## src/rtl/gsrs_pkg.sv

```systemverilog
`default_nettype none
// ----------------------------------------------------------------------------
// gsrs_pkg: shared types and constants for the grid scan running stats core
// Register indexes, default sizes and controller-to-datapath command structs.
// ----------------------------------------------------------------------------
package gsrs_pkg;

    localparam int DEF_MAX_DELAY_POINTS = 64;
    localparam int DEF_MAX_FREQ_POINTS  = 64;
    localparam int DEF_VALUE_WIDTH      = 32;

    localparam int CFG_IDX_WIDTH  = 3;
    localparam int CFG_DATA_WIDTH = 16;

    localparam logic [CFG_IDX_WIDTH-1:0] REG_NUM_DELAY = 3'd0;
    localparam logic [CFG_IDX_WIDTH-1:0] REG_NUM_FREQ  = 3'd1;
    localparam logic [CFG_IDX_WIDTH-1:0] REG_SHOTS     = 3'd2;
    localparam logic [CFG_IDX_WIDTH-1:0] REG_FREQ_1ST  = 3'd3;
    localparam logic [CFG_IDX_WIDTH-1:0] REG_STOP      = 3'd4;

    localparam int COUNT_WIDTH = 24;
    localparam int SUMSQ_WIDTH = 64;

    // controller -> datapath commands
    typedef struct packed {
        logic clr_pass;    // write zero at the sweep address
        logic load;        // capture shot, issue store read
        logic calc;        // compute delta and start divider
        logic mul;         // form |delta|*|resid| partial products
        logic acc;         // accumulate the product chunk
        logic wr;          // write point back, present result
    } dp_cmd_t;

    // datapath -> controller status
    typedef struct packed {
        logic div_done;
        logic clr_last;
        logic mul_last;
    } dp_sts_t;

endpackage

`default_nettype wire

```

## src/rtl/gsrs_ctrl.sv

```systemverilog
`default_nettype none
// ----------------------------------------------------------------------------
// gsrs_ctrl: controller for the grid scan running stats core
// Sequences the clearing pass, read, divide, multiply and write-back.
// ----------------------------------------------------------------------------
module gsrs_ctrl (
    input  wire logic              clk,
    input  wire logic              rst_n,
    input  wire logic              start,
    input  wire logic              drop,
    output logic                   busy,
    output logic                   drop_out,
    output gsrs_pkg::dp_cmd_t      cmd,
    input  wire gsrs_pkg::dp_sts_t sts
);

    typedef enum logic [6:0] {
        ST_CLEAR = 7'b0000001,
        ST_IDLE  = 7'b0000010,
        ST_READ  = 7'b0000100,
        ST_DIV   = 7'b0001000,
        ST_MUL   = 7'b0010000,
        ST_ACC   = 7'b0100000,
        ST_WR    = 7'b1000000
    } state_t;

    state_t state_reg, state_next;
    logic   drop_reg, drop_next;

    always_comb
    begin
        state_next = state_reg;
        drop_next  = 1'b0;
        cmd        = '0;
        unique case (state_reg)
            ST_CLEAR:
            begin
                cmd.clr_pass = 1'b1;
                if (sts.clr_last)
                begin
                    state_next = ST_IDLE;
                end
            end
            ST_IDLE:
            begin
                // a dropped transaction holds busy through the drop register
                if (start && !drop_reg)
                begin
                    if (drop)
                    begin
                        drop_next = 1'b1;
                    end
                    else
                    begin
                        cmd.load   = 1'b1;
                        state_next = ST_READ;
                    end
                end
            end
            ST_READ:
            begin
                cmd.calc   = 1'b1;
                state_next = ST_DIV;
            end
            ST_DIV:
            begin
                if (sts.div_done)
                begin
                    state_next = ST_MUL;
                end
            end
            ST_MUL:
            begin
                cmd.mul    = 1'b1;
                state_next = ST_ACC;
            end
            ST_ACC:
            begin
                cmd.acc    = 1'b1;
                state_next = sts.mul_last ? ST_WR : ST_MUL;
            end
            ST_WR:
            begin
                cmd.wr     = 1'b1;
                state_next = ST_IDLE;
            end
            default:
            begin
                state_next = ST_IDLE;
            end
        endcase
    end

    assign busy     = (state_reg != ST_IDLE) || drop_reg;
    assign drop_out = drop_reg;

    always_ff @(posedge clk or negedge rst_n)
    begin
        if (!rst_n)
        begin
            state_reg <= ST_CLEAR;
            drop_reg  <= 1'b0;
        end
        else
        begin
            state_reg <= state_next;
            drop_reg  <= drop_next;
        end
    end

endmodule

`default_nettype wire

```

## config.mk

```make
export PLATFORM = sky130hd
export DESIGN_NAME = gsrs_ctrl
export DESIGN_NICKNAME = d
export VERILOG_FILES = /design/src/rtl/gsrs_pkg.sv /design/src/rtl/gsrs_ctrl.sv
export SDC_FILE = /design/constraint.sdc
export NUM_CORES = 1
export LEC_CHECK = 0
export BUFFER_PORTS_ARGS = -buffer_cell sky130_fd_sc_hd__buf_4
export CORE_AREA = 2 2 39 41
export CTS_CLUSTER_DIAMETER = 80
export DETAILED_ROUTE_END_ITERATION = 6
export DIE_AREA = 0 0 41 43
export GPL_TIMING_DRIVEN = 0
export PLACE_DENSITY = 0.73
export SLEW_MARGIN = 20
export SYNTH_ARGS = -nofsm -noshare
export SYNTH_HDL_FRONTEND = slang
export SYNTH_SLANG_ARGS = --single-unit
```

## constraint.sdc

```tcl
create_clock -name clk -period 1.5 [get_ports clk]
set_input_delay 0.15 -clock clk [delete_from_list [all_inputs] [get_ports clk]]
set_output_delay 0.15 -clock clk [all_outputs]
set_load 0.005 [all_outputs]
```

Word-level counts from Yosys, hierarchy flattened
Cells that the tools add are included.
{ "classes": {"n_reduce_logical": 4, "muxes": 17, "eq_ne": 12} }
{ "ops": {"columns": ["cell", "n"], "rows": [
  ["$pmux 7 s6", 1],
  ["$mux 7", 5],
  ["$mux 1", 11],
  ["$ne 2x2->1 const B", 4],
  ["$eq 7x1->1 const B", 1],
  ["$eq 7x2->1 const B", 1],
  ["$eq 7x3->1 const B", 1],
  ["$eq 7x4->1 const B", 1],
  ["$eq 7x5->1 const B", 1],
  ["$eq 7x6->1 const B", 1],
  ["$eq 7x7->1 const B", 1],
  ["$ne 7x2->1 const B", 1],
  ["$reduce_and 4->1", 1],
  ["$logic_and 1x1->1", 1],
  ["$logic_not 1->1", 1],
  ["$logic_or 1x1->1", 1]
]} }
{ "word_totals": {"inputBits": 7, "reg_bits": 8, "out_inout_bits": 8, "word_cells": 35} }

Depth between registers and ports, before layout
{ "logic_depth": {"word_depth": 4, "depth_mapped": 4, "mapped_depth_nobuf": 3} }

Worst setup path before layout
Ideal clock, no wire load.
{ "synth_timing": {"path_type": "flip-flop to output port", "from": "register state_reg[1]", "to": "output port cmd[3] (netlist bit)", "n_path_buf": 1, "stages_incl_launch_ff": 5, "slack_ns": 0.023, "arrival_ns": 1.327, "required_time_ns": 1.350, "path_cell_list": "dfrtp_1 -> buf_6 -> or3_4 -> or3_4 -> nor2_1"} }
{ "synth_rtl": {"columns": ["element", "line_no", "text"], "rows": [
  ["start: declaration", "gsrs_ctrl.sv:27", "state_t state_reg, state_next;"],
  ["start signal: assignment", "gsrs_ctrl.sv:106", "state_reg <= state_next;"],
  ["end: declaration", "gsrs_ctrl.sv:13", "output gsrs_pkg::dp_cmd_t cmd,"]
]} }

==> flow_summary.json <==
{
  "crit_chain": "buf_6 > or4_4 > nor4b_2 > buf_4",
  "worstReg2RegEnd": "state_reg[4]$_DFFE_PN0P_",
  "antenna_cells": 0,
  "synth_fp_nets": 54,
  "p_int_mw": 0.434,
  "min_path_type": "primary input to register",
  "drive_gt1_share_pct": 67.1,
  "pwr-share-comb_pct": 29.9,
  "fillerInstances": 138,
  "max_freq_mhz": 552,
  "cts_tree": "yes",
  "timing.final.crit_share_pct": 121,
  "largest_reg_flops": 7,
  "antenna_found_initial": 0,
  "fin_skew_ns": 0.00819,
  "path_max_fanout": 8,
  "grt_max_degree": 10,
  "slew_headroom_pct": 69.7,
  "pin_count": 15,
  "start_util_pct": 35.4,
  "p_seq_share_pct": 38.9,
  "cp-end-kind": "output port",
  "worstPathArrival_ns": 1.66,
  "drv_slew": 0,
  "seqCellArea_sq_um": 205,
  "p_switching_mw": 0.168,
  "vias": 480,
  "p_per_area_mw_per_mm2": 749,
  "avgSynthCellArea_sq_um": 10.4,
  "reg2reg_slack_ns": -0.10,
  "status": "complete, but fails checks",
  "async_reset_ff_share_pct": 100,
  "synth_ff_type": "dfrtp_1",
  "fin_util_pct": 58.0,
  "post_drt_wl_per_cell_microns": 14.4,
  "grt_pass1_wl_mm": 2.04,
  "wl_mm": 1.33,
  "rsz0062_at_grt": "true",
  "synth_top_area_cell": "dfrtp_1",
  "drcViolationCount": 0,
  "row_count": 14,
  "sw_frac_of_total_pct": 27.8,
  "irDropWorstVdd_mv": 0.409,
  "synth_top_area_share_pct": 35.8,
  "min_to": "state_reg[6]$_DFFE_PN0P_",
  "layout_min_cycle_time_ns": 1.81,
  "leakagePower_nw": 0.346,
  "startpoint_type": "register",
  "timing.hold.worst_path_depth": 2,
  "violations": "setup timing",
  "setup_slack_ns": -0.313,
  "finalSetupViolations": 10,
  "synth_area_leaders": "dfrtp_1 (36%), nor4b_1 (7.2%), dfstp_2 (5.4%), buf_6 (4.6%), or3_4 (4.6%)",
  "ys_ff_latch": 8,
  "die-width_microns": 41,
  "clockPowerShare_pct": 31.2,
  "hold-worst-slack_ns": 0.112,
  "synth_edf_count": 0,
  "track_usage_pct": 17.1,
  "drtAntennaViolNets": 0,
  "areaGrowthSynthToFinish_pct": 64.2,
  "finalHoldViolCount": 0,
  "clkTransAtPathRegs_ns": 0.06,
  "ys_seq_area_share_pct": 41.2,
  "dp_slack_ns": -0.228,
  "yosysMostFrequentCell": "dfrtp_1",
  "clock_latency_ns": 0.26,
  "dieHeight_microns": 43,
  "numCtsBuffers": 3,
  "cts.htree.levels": 1,
  "viasPerCell": 5.22,
  "rr_startpoint": "state_reg[4]$_DFFE_PN0P_",
  "clock_sinks": 8,
  "max-cap-violations": 0,
  "overflow": 0,
  "path_class": "register to output port",
  "multi_input_area_sq_um": 324,
  "drt_iter0_markers": 8,
  "die_area_sq_mm": 0.00176,
  "synth_area_sq_um": 489,
  "tightest_slew_ns": 0.449,
  "cts-root-buf": "clkbuf_4",
  "synthDistinctLibCells": 28,
  "critPathRequiredTime_ns": 1.35,
  "nNetsFinal": 84,
  "slowest_stage": "or4_4",
  "slowest_delay_ns": 0.50,
  "dr.pass1.iters": 4,
  "synthTopCellsByCount": "dfrtp_1 (7), nor2_1 (5), nor4b_1 (4)",
  "synth-warning-count": 0,
  "hpwlAfterDp_microns": 772,
  "r2r_cells": 4,
  "cts_buffer_depth": 2,
  "worstHoldStart": "sts[0]",
  "io_buffers": 14,
  "grt_pass1_vias": 423,
  "routabilityCongestion": 0.700,
  "core_sq_mm": 0.00138,
  "syn_inst": 47
}
## placed cells by master, fill, tap and decap left out, types with 2 or more instances in the layout
cell,netlist,layout
and2_1,2,2
and4_1,2,2
buf_4,0,23
buf_6,2,4
clkbuf_4,0,3
dfrtp_1,7,4
dfrtp_2,0,3
nor2_1,5,2
nor2_2,0,2
nor3_1,2,2
nor4b_1,4,2
nor4b_2,0,2
or3_4,2,3
or4b_4,1,2
## repair_timing
action / CTS / global route
buffers inserted: 3 / 9
hold endpoints to repair: 8 / 0
setup endpoints to repair: 9 / 10
gates resized for setup: 12 / 8
pin swaps: 5 / 8
hold buffers: 1 / 0
## power by group through the flow
| stage | registers, mW | clock network, mW | logic, mW |
|---|---|---|---|
| after floorplan | 0.234 | 0 | 0.0740 |
| after global placement | 0.233 | 0 | 0.119 |
| after detailed placement | 0.234 | 0 | 0.122 |
| after CTS | 0.233 | 0.191 | 0.152 |
| after global routing | 0.235 | 0.205 | 0.195 |
| final | 0.234 | 0.188 | 0.180 |
## cells by family (layout without fill, tap and decap cells)
group                  count (synthesis)  after routing  synth area share (%)
XOR/XNOR                               1              1                  1.79
buffers and inverters                  3             32                  5.63
AO/OA/AOI/OAI                          5              5                  7.93
flip-flops                             8              8                  41.2
AND/OR/NAND/NOR                       30             30                  43.5
## how the worst max path moves through the flow
stage	slack, ns	start	cells past startpoint	to
after global routing	-0.38	state_reg[5]$_DFFE_PN0P_	3	cmd[0]
final	-0.31	state_reg[2]$_DFFE_PN0P_	4	cmd[0]
after CTS	-0.36	state_reg[1]$_DFFE_PN0P_	5	cmd[3]
after detailed placement	-0.23	state_reg[4]$_DFFE_PN0P_	4	busy
after global placement	-0.24	state_reg[2]$_DFFE_PN0P_	5	busy
after floorplan	0.02	state_reg[1]$_DFFE_PN0P_	4	cmd[3]
## metal layers
metal  vias to the layer above  wire [microns]  global-route usage (%)
li1                        235               -                       -
met4                         0              26                    8.00
met2                        12             671                    24.1
met1                       229             582                    23.3
met5                         -               0                       0
met3                         4              46                    4.71
## final cells by class
type	instances	area share (%)
flip-flops and latches	8	25.5
plain buffers	1	1.40
repair buffers	27	26.9
well taps	16	2.49
clock buffers	4	3.27
multi-input cells	36	40.3
## stage by stage
| stage | area [sq um] | TNS [ns] | instances | power, mW |
|---|---|---|---|---|
| floorplan | 489 | 0 | 47 | 0.307 |
| global placement | 614 | -0.604 | 77 | 0.353 |
| detailed placement | 614 | -0.658 | 77 | 0.356 |
| CTS | 718 | -2.05 | 84 | 0.576 |
| global route | 803 | -2.54 | 92 | 0.636 |
| finish | 803 | -1.88 | 92 | 0.602 |
## worst max-delay path: cells and delay by family, from the launching register on
family / cells / cell delay, ns
DFF: 1 / 0.37
buffers and inverters: 2 / 0.29
and+or+nand+nor: 2 / 0.73
Power figures use the tool's default switching activity.
